$ cat config.mk
export PLATFORM = sky130hd
export DESIGN_NAME = fed_ring_ctrl
export DESIGN_NICKNAME = d
export VERILOG_FILES = /design/src/fed_pkg.sv /design/src/fed_ring_ctrl.sv
export SDC_FILE = /design/constraint.sdc
export NUM_CORES = 1
export LEC_CHECK = 0
export BUFFER_PORTS_ARGS = -buffer_cell sky130_fd_sc_hd__buf_2
export CORE_MARGIN = 2
export CORE_UTILIZATION = 49
export DETAILED_ROUTE_END_ITERATION = 7
export PLACE_DENSITY_LB_ADDON = 0.25
export REMOVE_ABC_BUFFERS = 1
export SLEW_MARGIN = 25
export SYNTH_ARGS = -nofsm -noshare
export SYNTH_HDL_FRONTEND = slang
export SYNTH_SLANG_ARGS = --single-unit
$ cat constraint.sdc
create_clock -name clk -period 12.3 [get_ports clk]
set_clock_uncertainty 0.15 [all_clocks]
set_input_delay 1.845 -clock clk [delete_from_list [all_inputs] [get_ports clk]]
set_output_delay 1.845 -clock clk [all_outputs]
set_load 0.05 [all_outputs]
$ cat src/fed_pkg.sv
`timescale 1ns / 1ps

package fed_pkg;

    // Sample format and ring size
    localparam int SAMPLE_BITS = 16;
    localparam int RING_DEPTH  = 65536;
    localparam int RING_AW     = $clog2(RING_DEPTH);

    // Register field widths
    localparam int GAIN_W     = 15;
    localparam int DELAY_W    = 15;
    localparam int CHAN_W     = 2;
    localparam int THR_W      = 31;
    localparam int CFG_DATA_W = 31;
    localparam int CFG_IDX_W  = 2;

    // Ring length arithmetic: (delay + 1) doubled for two channels
    localparam int RAW_LEN_W = DELAY_W + 2;
    localparam int LEN_W     = (RAW_LEN_W > RING_AW + 1) ? RAW_LEN_W : RING_AW + 1;

    // Feedback product and level sum
    localparam int PROD_W     = GAIN_W + 1 + SAMPLE_BITS;
    localparam int ROUND_BIAS = 1 << (GAIN_W - 1);
    localparam int SUM_W      = RING_AW + SAMPLE_BITS;
    localparam int CMP_W      = (SUM_W > THR_W) ? SUM_W : THR_W;

    // Pipeline and result buffer
    localparam int PIPE_STAGES = 3;
    localparam int INFL_W      = $clog2(PIPE_STAGES + 1);
    localparam int FIFO_DEPTH  = 8;
    localparam int FIFO_AW     = $clog2(FIFO_DEPTH);
    localparam int CNT_W       = FIFO_AW + 1;
    localparam int OCC_W       = FIFO_AW + 2;

    typedef logic signed [SAMPLE_BITS-1:0] sample_t;
    typedef logic [RING_AW-1:0]            addr_t;
    typedef logic [LEN_W-1:0]              len_t;

    typedef enum logic [CFG_IDX_W-1:0] {
        CFG_FEEDBACK_GAIN  = 2'd0,
        CFG_DELAY_FRAMES   = 2'd1,
        CFG_CHANNEL_COUNT  = 2'd2,
        CFG_TAIL_THRESHOLD = 2'd3
    } cfg_reg_t;

    localparam logic [GAIN_W-1:0]  GAIN_RST  = 15'd26214;
    localparam logic [DELAY_W-1:0] DELAY_RST = 15'd20000;
    localparam logic [CHAN_W-1:0]  CHAN_RST  = 2'd1;
    localparam logic [THR_W-1:0]   THR_RST   = 31'd6554;

    typedef struct packed {
        logic [GAIN_W-1:0]  gain;
        logic [DELAY_W-1:0] delay;
        logic [CHAN_W-1:0]  chan;
        logic [THR_W-1:0]   thr;
    } cfg_t;

    // Request entering the datapath, with its two ring addresses
    typedef struct packed {
        logic    valid;
        addr_t   wp;
        addr_t   rd;
        sample_t x;
    } req_t;

    typedef struct packed {
        logic    we;
        addr_t   addr;
        sample_t data;
    } wr_t;

    typedef struct packed {
        logic  clr_busy;
        addr_t wp;
        len_t  len;
    } ring_status_t;

    typedef struct packed {
        sample_t out_sample;
        logic    tail;
    } result_t;

    // Clamp a value carrying two guard bits to the sample range
    function automatic sample_t sat_sample(input logic signed [SAMPLE_BITS+1:0] v);
        sample_t r;
        if ((v[SAMPLE_BITS+1:SAMPLE_BITS-1] == 3'b000) ||
            (v[SAMPLE_BITS+1:SAMPLE_BITS-1] == 3'b111))
        begin
            r = v[SAMPLE_BITS-1:0];
        end
        else if (v[SAMPLE_BITS+1])
        begin
            r = {1'b1, {(SAMPLE_BITS-1){1'b0}}};
        end
        else
        begin
            r = {1'b0, {(SAMPLE_BITS-1){1'b1}}};
        end
        return r;
    endfunction

endpackage

$ cat src/fed_ring_ctrl.sv
`timescale 1ns / 1ps

module fed_ring_ctrl (
    input  logic                  clk,
    input  logic                  rst_n,
    input  fed_pkg::cfg_t         cfg,
    input  logic                  accept,
    input  fed_pkg::sample_t      in_sample,
    input  fed_pkg::wr_t          dp_wr,
    output fed_pkg::req_t         req,
    output fed_pkg::wr_t          ram_wr,
    output fed_pkg::ring_status_t status
);

    localparam fed_pkg::addr_t LAST_ADDR = fed_pkg::RING_AW'(fed_pkg::RING_DEPTH - 1);

    fed_pkg::addr_t wp_reg;
    logic           clr_busy_reg;
    fed_pkg::addr_t clr_addr_reg;

    logic                              ch_two;
    logic [fed_pkg::RAW_LEN_W-1:0]     raw_len;
    fed_pkg::len_t                     raw_len_ext;
    fed_pkg::len_t                     len;
    fed_pkg::len_t                     ch_len;
    fed_pkg::len_t                     wp_eff;
    fed_pkg::len_t                     rd_sum;
    fed_pkg::len_t                     rd_pos;
    fed_pkg::len_t                     wp_inc;
    fed_pkg::len_t                     wp_next;

    // Ring length: (delay + 1) per channel, capped at RING_DEPTH; channel codes above one count as two
    always_comb
    begin
        ch_two      = cfg.chan[1];
        raw_len     = (fed_pkg::RAW_LEN_W'(cfg.delay) + fed_pkg::RAW_LEN_W'(1)) << ch_two;
        raw_len_ext = fed_pkg::LEN_W'(raw_len);
        len         = (raw_len_ext > fed_pkg::LEN_W'(fed_pkg::RING_DEPTH)) ?
                      fed_pkg::LEN_W'(fed_pkg::RING_DEPTH) : raw_len_ext;
        ch_len      = ch_two ? fed_pkg::LEN_W'(2) : fed_pkg::LEN_W'(1);

        // Restart a pointer left outside a shrunken ring
        wp_eff  = (fed_pkg::LEN_W'(wp_reg) >= len) ? '0 : fed_pkg::LEN_W'(wp_reg);
        rd_sum  = wp_eff + ch_len;
        rd_pos  = (rd_sum >= len) ? rd_sum - len : rd_sum;
        wp_inc  = wp_eff + fed_pkg::LEN_W'(1);
        wp_next = (wp_inc >= len) ? '0 : wp_inc;
    end

    always_ff @(posedge clk or negedge rst_n)
    begin
        if (!rst_n)
        begin
            wp_reg       <= '0;
            clr_busy_reg <= 1'b1;
            clr_addr_reg <= '0;
        end
        else
        begin
            if (accept)
            begin
                wp_reg <= fed_pkg::RING_AW'(wp_next);
            end
            if (clr_busy_reg)
            begin
                clr_addr_reg <= clr_addr_reg + 1'b1;
                if (clr_addr_reg == LAST_ADDR)
                begin
                    clr_busy_reg <= 1'b0;
                end
            end
        end
    end

    assign req = '{valid: accept,
                   wp:    fed_pkg::RING_AW'(wp_eff),
                   rd:    fed_pkg::RING_AW'(rd_pos),
                   x:     in_sample};

    // Clearing sweep owns the write port until it ends
    assign ram_wr = clr_busy_reg ? '{we: 1'b1, addr: clr_addr_reg, data: '0} : dp_wr;

    assign status = '{clr_busy: clr_busy_reg, wp: wp_reg, len: len};

endmodule

==> results.json, run 1 <==
{
  "status": "finished clean",
  "synth_flop_cell": "dfrtp_1",
  "fmax_ghz": 0.0910,
  "cp.required_ps": 10300,
  "clk_latency_ps": 280,
  "synth_simple_gate_area_share_pct": 24.1,
  "clock_path_buffers": 2,
  "die_h_um": 105,
  "first_global_vias": 4585,
  "p_int_uw": 547,
  "worst_pin_slew_ps": 975,
  "swShare_pct": 61.6,
  "vias_per_cell": 5.67,
  "grt_pass1_wl_um": 22800,
  "path_clk_slew_ps": 70,
  "cp-end-kind": "output port",
  "design_area_sq_um": 5770,
  "rows": 36,
  "synth_compound_area_share_pct": 17.5,
  "routed_wl_um": 14100,
  "rsz0062_at_grt": "no",
  "numPortBuffers": 151,
  "power_density_nw_per_um2": 247,
  "synth_cells": 627,
  "start_kind": "primary input",
  "htreeDepth": 2,
  "finalSetupTns_ps": 0,
  "slew_headroom_pct": 34.4,
  "crit_family": "compound AO/OA/AOI/OAI gates",
  "grt_max_degree": 59,
  "finalNonFillerCells": 876,
  "root_buffer": "clkbuf_8",
  "hold_class": "flip-flop to flip-flop",
  "drt-wirelength-per-cell_um": 16.1,
  "cts_tree": "yes",
  "ys_seq_area_share_pct": 16.6,
  "ys_ff_latch": 33,
  "max_stage_delay_ps": 540,
  "comb_power_share_pct": 81.8,
  "syn_avg_cell_area_sq_um": 7.95,
  "synth_top_family_by_area": "simple AND/OR/NAND/NOR gates",
  "cp_max_fo": 20,
  "vias": 4968,
  "synthAdderAreaFrac_pct": 14.6,
  "cts_buffers": 5,
  "placed_cells": 868,
  "coreArea_sq_um": 9820,
  "finalCritPeriodShare_pct": 89.4,
  "clock_sinks": 33,
  "leakage_uw": 0.00285,
  "dr.pass1.iters": 5,
  "diodes": 0,
  "antenna_found_initial": 0,
  "finalSetupViolCount": 0,
  "fp.dieW_um": 105,
  "ant_nets": 0,
  "dpl_cell_area_sq_um": 5660,
  "grt_usage_pct": 25.0,
  "drv_cap": 0,
  "synthMuxAreaShare_pct": 7.83,
  "remaining_drc_errors": 0,
  "p_switching_uw": 877,
  "arrival_ps": 9000,
  "crit_slowest_cell": "a31o_2",
  "cts_resized": 0,
  "postCtsSetupBuffers": 0,
  "die_area_sq_um": 11000,
  "p_clk_share_pct": 7.1,
  "peakVddDrop_v": 0.000292,
  "timing.critical_path.mode_cell": "ha_1",
  "finalHoldViolCount": 0,
  "slew_violations": 0,
  "synth_area_sq_um": 4980,
  "pwr-share-seq_pct": 11.1,
  "drt_iter0_markers": 307,
  "worstSetupPathType": "primary input to output port",
  "p_total_uw": 1420,
  "holdWs_ps": 346,
  "critPathBufInv": 3,
  "initial_core_util_pct": 50.8,
  "gr-total-overflow": 0,
  "dp_hpwl_um": 11300,
  "async_flop_share_pct": 100,
  "place_congestion": 0.899,
  "synth-edff-count": 0,
  "ys_types": 68,
  "hold_buffers": 0,
  "io_pins": 231,
  "min_period_ps": 10990,
  "synth_xor_xnor_area_share_pct": 10.9,
  "syn_to_final_growth_pct": 15.7,
  "drive_gt1_share_pct": 28.7,
  "final_net_count": 914,
  "yosys_warnings": 0
}
[final timing paths]
path / start / to / slack [ps] / cells after the start
max: cfg[33] / req[22] / 1310 / 27
min: clr_addr_reg[12]$_DFFE_PN0P_ / clr_addr_reg[12]$_DFFE_PN0P_ / 350 / 1
max reg2reg: wp_reg[12]$_DFFE_PN0P_ / wp_reg[9]$_DFFE_PN0P_ / 6370 / 20
min reg2reg: clr_addr_reg[12]$_DFFE_PN0P_ / clr_addr_reg[12]$_DFFE_PN0P_ / 350 / 1
max in group asynchronous: rst_n / clr_addr_reg[0]$_DFFE_PN0P_ / 10030 / 1
min in group asynchronous: rst_n / wp_reg[12]$_DFFE_PN0P_ / 1480 / 1
[per-layer routing]
| metal | share of wire [%] | GRT usage, % | routed length (um) | up-vias |
|---|---|---|---|---|
| met2 | 47 | 39.8 | 6570 | 203 |
| met5 | 0.41 | 4.29 | 58 | - |
| li1 | - | - | - | 2438 |
| met1 | 44 | 34.1 | 6180 | 2303 |
| met4 | 1.4 | 4.00 | 202 | 2 |
| met3 | 7.8 | 6.61 | 1110 | 22 |
[per-stage QoR]
step           utilization (%)  worst slack, ps
4_1_cts                   58.7             1380
3_3_place_gp              57.6             1550
5_1_grt                   58.7              769
2_1_floorplan                -              325
6_report                  58.7             1310
3_5_place_dp              57.6             1390
[cell usage in the layout, fill, tap and decap left out, types with 3 or more instances in the layout]
cell type	netlist	layout
or2_2	3	3
clkbuf_8	0	5
nand2_1	47	47
o2111ai_1	4	4
or3_1	5	5
dfrtp_1	32	32
mux2i_1	3	3
o31ai_1	6	6
o22ai_1	3	3
buf_2	6	151
nor4b_1	3	3
nand3_1	19	19
o31a_1	3	3
a21oi_1	32	32
a31o_2	4	4
nor2_1	73	73
a211oi_1	4	4
nand4_1	10	10
o32ai_1	11	11
nor3_1	12	12
buf_4	20	3
a21o_1	6	6
xnor2_1	43	43
inv_1	39	39
o21ai_0	17	17
and2_1	5	5
ha_1	55	55
nor4_1	4	4
a22oi_1	3	3
and3_1	11	11
o21a_1	3	3
xor2_1	17	17
mux2_2	32	32
nor2b_1	30	30
[cell type report]
| cell class | count | area (sq um) |
|---|---|---|
| Sequential cell | 33 | 827 |
| Inverter | 41 | 154 |
| Timing Repair Buffer | 154 | 778 |
| Fill cell | 950 | 4050 |
| Clock buffer | 6 | 72.6 |
| Tap cell | 133 | 166 |
| Clock inverter | 2 | 35.0 |
| Multi-Input combinational cell | 507 | 3730 |
[Yosys cell counts, types with 3 or more instances]
| library cell | instances | area [sq um] |
|---|---|---|
| o32ai_1 | 11 | 96.3 |
| buf_1 | 4 | 15.0 |
| xor2_1 | 17 | 149 |
| mux2i_1 | 3 | 30.0 |
| a21o_1 | 6 | 45.0 |
| buf_2 | 6 | 30.0 |
| nor2_1 | 73 | 274 |
| nor2b_1 | 30 | 188 |
| and2_1 | 5 | 31.3 |
| xnor2_1 | 43 | 377 |
| nand4_1 | 10 | 62.6 |
| o31a_1 | 3 | 26.3 |
| clkbuf_1 | 14 | 52.6 |
| o21ai_0 | 17 | 85.1 |
| o31ai_1 | 6 | 45.0 |
| inv_1 | 39 | 146 |
| dfrtp_1 | 32 | 801 |
| buf_4 | 20 | 150 |
| and3_1 | 11 | 68.8 |
| o21a_1 | 3 | 22.5 |
| or3_1 | 5 | 31.3 |
| nor3_1 | 12 | 60.1 |
| o22ai_1 | 3 | 18.8 |
| mux2_2 | 32 | 360 |
| or2_2 | 3 | 18.8 |
| a22oi_1 | 3 | 22.5 |
| a21oi_1 | 32 | 160 |
| ha_1 | 55 | 688 |
| nand2_1 | 47 | 176 |
| nand3_1 | 19 | 95.1 |
| a31o_2 | 4 | 35.0 |
| a211oi_1 | 4 | 30.0 |
| nor4b_1 | 3 | 26.3 |
| o2111ai_1 | 4 | 35.0 |
| nor4_1 | 4 | 25.0 |
[logic make-up after synthesis]
family                   count (synthesis)
AND/OR/NAND/NOR                        234
AO/OA/AOI/OAI                          120
buffers and inverters                   87
XOR/XNOR                                61
adder cells (fa/ha/maj)                 57
multiplexers                            35
flip-flops                              33
[power by group through the flow]
stage	clock, uW	combinational (uW)	sequential (uW)
after floorplan	0	848	215
after global placement	0	1130	160
after detailed placement	0	1160	160
after CTS	103	1170	158
after global routing	110	1250	161
final	101	1170	158
Note: power is estimated with default switching activity, not from simulation.
==> run 2: changes to the inputs <==
MAX_ROUTING_LAYER = met4   (was default)
RECOVER_POWER = 100   (was default)
==> run 2 against run 1 <==
Effect of this change:
- the run now ends with max-capacitance violations, max-slew violations left
- utilization shrank 1.6 points
- register-to-register slack better by 200 ps
- clock-buffer cell count stayed put
- critical endpoint is now req[21]
- largest power group unchanged
==> results.json, run 2 (same netlist as run 1, synthesis figures left out) <==
{
  "status": "complete, but fails checks",
  "violations": "max-capacitance violations, max-slew violations",
  "slew_violations": 34,
  "hold_buffers": 0,
  "ant_nets": 0,
  "dp_slack_ps": 1170,
  "worst_pin_slew_ps": 1760,
  "drive_gt1_share_pct": 15.8,
  "pwr-share-seq_pct": 11.4,
  "fp.dieW_um": 105,
  "die_h_um": 105,
  "diodes": 0,
  "seqCellArea_sq_um": 827,
  "path_clk_slew_ps": 60,
  "dpl_cell_area_sq_um": 5650,
  "power_density_nw_per_um2": 248,
  "n_fill_cell": 1019,
  "hold_class": "flip-flop to flip-flop",
  "p_total_uw": 1390,
  "final_net_count": 913,
  "postCtsSetupBuffers": 0,
  "peakVddDrop_v": 0.000310,
  "p_switching_uw": 874,
  "clock_path_buffers": 2,
  "min_period_ps": 11420,
  "cts_resized": 0,
  "mostFrequentLayoutCells": "clkbuf_1, nor2_1, buf_2, ha_1, nand2_1",
  "vias_per_cell": 5.65,
  "cp-end-kind": "output port",
  "multi_input_area_sq_um": 3690,
  "fmax_ghz": 0.0876,
  "finalCritPeriodShare_pct": 92.8,
  "htreeDepth": 2,
  "root_buffer": "clkbuf_8",
  "grt_pass1_wl_um": 22500,
  "io_pins": 231,
  "coreArea_sq_um": 9820,
  "vias": 4942,
  "cts_buffers": 5,
  "finalSetupViolCount": 0,
  "fin_util_pct": 57.1,
  "rows": 36,
  "p_clk_share_pct": 7.4,
  "syn_to_final_growth_pct": 12.4,
  "fin_ws_ps": 884,
  "dp_hpwl_um": 11200,
  "swShare_pct": 62.9,
  "place_congestion": 0.901,
  "worstSetupPathType": "primary input to output port",
  "arrival_ps": 9420,
  "p_int_uw": 516,
  "drv_cap": 1,
  "r2r_slack_ps": 6570,
  "drt_iter0_markers": 247,
  "numPortBuffers": 151,
  "leakage_uw": 0.00254,
  "remaining_drc_errors": 0,
  "cp_max_fo": 20,
  "finalHoldViolCount": 0,
  "grt_max_degree": 59,
  "cts_tree": "yes",
  "clk_latency_ps": 290,
  "rsz0062_at_grt": "no",
  "finalSetupTns_ps": 0,
  "gr-total-overflow": 0,
  "grt_usage_pct": 25.4,
  "first_global_vias": 4546,
  "routed_wl_um": 14000,
  "design_area_sq_um": 5610,
  "slew_headroom_pct": -17.5,
  "mostFrequentLayoutCell": "clkbuf_1",
  "drt-wirelength-per-cell_um": 15.9,
  "start_kind": "primary input",
  "antenna_found_initial": 0,
  "comb_power_share_pct": 81.2,
  "cp.required_ps": 10300,
  "clock_sinks": 33,
  "die_area_sq_um": 11000,
  "dr.pass1.iters": 5,
  "initial_core_util_pct": 50.8
}
run 2: final timing paths:
kind / startpoint / depth (start not counted) / end
setup reg to reg: wp_reg[12]$_DFFE_PN0P_ / 20 / wp_reg[9]$_DFFE_PN0P_
setup / recovery: cfg[33] / 26 / req[21]
max in group asynchronous: rst_n / 1 / wp_reg[8]$_DFFE_PN0P_
hold reg to reg: clr_addr_reg[4]$_DFFE_PN0P_ / 1 / clr_addr_reg[4]$_DFFE_PN0P_
min in group asynchronous: rst_n / 1 / wp_reg[12]$_DFFE_PN0P_
hold / removal: clr_addr_reg[4]$_DFFE_PN0P_ / 1 / clr_addr_reg[4]$_DFFE_PN0P_
run 2: through the flow:
| stage | cells | hold slack [ps] |
|---|---|---|
| final | 875 | 350 |
| after CTS | 875 | 347 |
| after global placement | 867 | 326 |
| after global routing | 875 | 365 |
| after floorplan | 581 | 300 |
| after detailed placement | 867 | 336 |
run 2: critical path, cell delays in order:
cell and delay, ps:
buf_2 150, nand4_1 240, or3_1 480, nor3_1 570, clkinv_1 490, o211ai_1 380
ha_1 260, a21oi_1 70, o21ai_1 280, o32ai_1 220, a211oi_4 350, nor2_1 170
ha_1 240, fa_1 460, and3_1 290, xnor2_1 170, nor2_1 70, ha_1 380
o21a_1 160, o21ai_0 130, a21o_1 250, o311ai_1 420, a31o_2 560, nor2_1 110
a21oi_1 170, clkbuf_1 490
run 2: power by group through the flow:
stage | Sequential [uW] | Combinational, uW | Clock [uW]
global placement | 160 | 1140 | 0
finish | 159 | 1130 | 103
detailed placement | 160 | 1150 | 0
floorplan | 215 | 848 | 0
CTS | 158 | 1160 | 104
global route | 162 | 1220 | 111
run 2: metal layers:
layer  track usage [%]  vias to the layer above  wire length, um
li1                  -                     2434                -
met1              34.3                     2313             6430
met2              39.0                      180             6390
met3              6.67                       15              976
met4              4.57                        0              152
met5                 -                        -                0
run 2: area by class of cell:
class | instances | share of cell area, %
multi-input combinational | 507 | 65.9
sequential | 33 | 14.8
timing repair buffer | 153 | 11.7
tap | 133 | 2.97
inverter | 41 | 2.75
clock buffer | 6 | 1.29
clock inverter | 2 | 0.625
==> run 3: changes to the inputs <==
BUFFER_PORTS_ARGS = -buffer_cell sky130_fd_sc_hd__clkbuf_2   (was -buffer_cell sky130_fd_sc_hd__buf_2)
CTS_BUF_LIST = sky130_fd_sc_hd__clkbuf_8   (was default)
==> run 3 against run 2 <==
Effect of this change:
- the flow still finishes with violations (max-capacitance violations, max-slew violations)
- combinational power is essentially flat
- sequential cell count is the same
- design area grew 1.3%
- critical path type unchanged
- critical endpoint is now req[24]
- largest power group unchanged
- highest routed layer unchanged
==> results.json, run 3 (same netlist as run 1, synthesis figures left out) <==
{
  "leakage_uw": 0.00261,
  "clk_latency_ps": 280,
  "postCtsSetupBuffers": 0,
  "arrival_ps": 9290,
  "diodes": 0,
  "routed_wl_um": 13800,
  "peakVddDrop_v": 0.000352,
  "dp_hpwl_um": 11100,
  "gr-total-overflow": 0,
  "first_global_vias": 4496,
  "timing.critical_path.mode_cell": "ha_1",
  "worst_pin_slew_ps": 1790,
  "root_buffer": "clkbuf_8",
  "final_net_count": 914,
  "clock_sinks": 33,
  "io_pins": 231,
  "cts_resized": 0,
  "violations": "max-capacitance violations, max-slew violations",
  "mostFrequentLayoutCell": "clkbuf_1",
  "cts_tree": "yes",
  "max_stage_delay_ps": 530,
  "finalSetupTns_ps": 0,
  "fp.dieW_um": 105,
  "rows": 36,
  "antenna_found_initial": 0,
  "clock_path_buffers": 2,
  "worstSetupPathType": "primary input to output port",
  "cp.required_ps": 10300,
  "cp-end-kind": "output port",
  "coreArea_sq_um": 9820,
  "drv_cap": 1,
  "start_kind": "primary input",
  "dr.pass1.iters": 5,
  "vias_per_cell": 5.62,
  "hold_buffers": 0,
  "initial_core_util_pct": 50.8,
  "slew_violations": 34,
  "min_period_ps": 11280,
  "rsz0062_at_grt": "no",
  "crit_slowest_cell": "o21ai_0",
  "grt_usage_pct": 25.1,
  "finalSetupViolCount": 0,
  "p_total_uw": 1420,
  "status": "complete, but fails checks",
  "ant_nets": 0,
  "drt_iter0_markers": 256,
  "cts_buffers": 5,
  "fmax_ghz": 0.0886,
  "cp_max_fo": 20,
  "mostFrequentLayoutCells": "clkbuf_1, nor2_1, clkbuf_2, ha_1, nand2_1",
  "grt_max_degree": 59,
  "finalHoldViolCount": 0,
  "drive_gt1_share_pct": 17.8,
  "slew_headroom_pct": -19.0,
  "vias": 4921,
  "finalCritPeriodShare_pct": 91.7,
  "htreeDepth": 2,
  "power_density_nw_per_um2": 250,
  "numPortBuffers": 151,
  "drt-wirelength-per-cell_um": 15.8,
  "remaining_drc_errors": 0,
  "grt_pass1_wl_um": 22300,
  "die_h_um": 105,
  "n_fill_cell": 1021,
  "hold_class": "flip-flop to flip-flop",
  "path_clk_slew_ps": 70,
  "place_congestion": 0.911,
  "die_area_sq_um": 11000,
  "syn_to_final_growth_pct": 13.9
}
run 3: critical path: cells and delay by family:
kind            cells  cell delay (ps)
compound gates     10             2780
simple gates        7             1840
fa+ha+maj           5             1710
buf+inv             3              520
mux                 1              410
xor+xnor            1              170
run 3: final timing paths:
path	start	endpoint	slack [ps]	depth (start not counted)
setup / recovery	cfg[33]	req[24]	1020	27
hold / removal	clr_addr_reg[12]$_DFFE_PN0P_	clr_addr_reg[12]$_DFFE_PN0P_	340	1
setup reg to reg	wp_reg[12]$_DFFE_PN0P_	wp_reg[9]$_DFFE_PN0P_	6370	20
hold reg to reg	clr_addr_reg[12]$_DFFE_PN0P_	clr_addr_reg[12]$_DFFE_PN0P_	340	1
max in group asynchronous	rst_n	clr_addr_reg[6]$_DFFE_PN0P_	9090	1
min in group asynchronous	rst_n	wp_reg[14]$_DFFE_PN0P_	1880	1
run 3: metrics by stage:
stage,std cells,utilization [%],cell area (sq um),hold WS [ps],setup slack [ps]
after global routing,876,57.8,5680,369,382
after floorplan,581,-,4710,300,325
final,876,57.8,5680,343,1020
after CTS,876,58.9,5780,347,1380
after global placement,868,57.6,5660,321,1470
after detailed placement,868,57.6,5660,331,1430
run 3: cell type report:
type                       count  area, sq um  share of cell area [%]
multi-input combinational    507         3730                    65.8
sequential                    33          827                    14.6
timing repair buffer         154          677                    11.9
tap                          133          166                    2.93
inverter                      41          154                    2.71
clock buffer                   6         82.6                    1.45
clock inverter                 2         37.5                   0.661
run 3: power by group:
group	switching [uW]	total, uW	internal (uW)
registers	31.6	159	128
clock network	42.4	108	65.9
logic	807	1150	343
run 3: routing by layer:
metal	vias to the layer above	track usage (%)	part of all wire, %
met1	2249	33.6	46
met5	-	-	0
met3	22	6.99	7.5
met4	0	6.38	1.8
li1	2444	-	-
met2	206	37.4	45
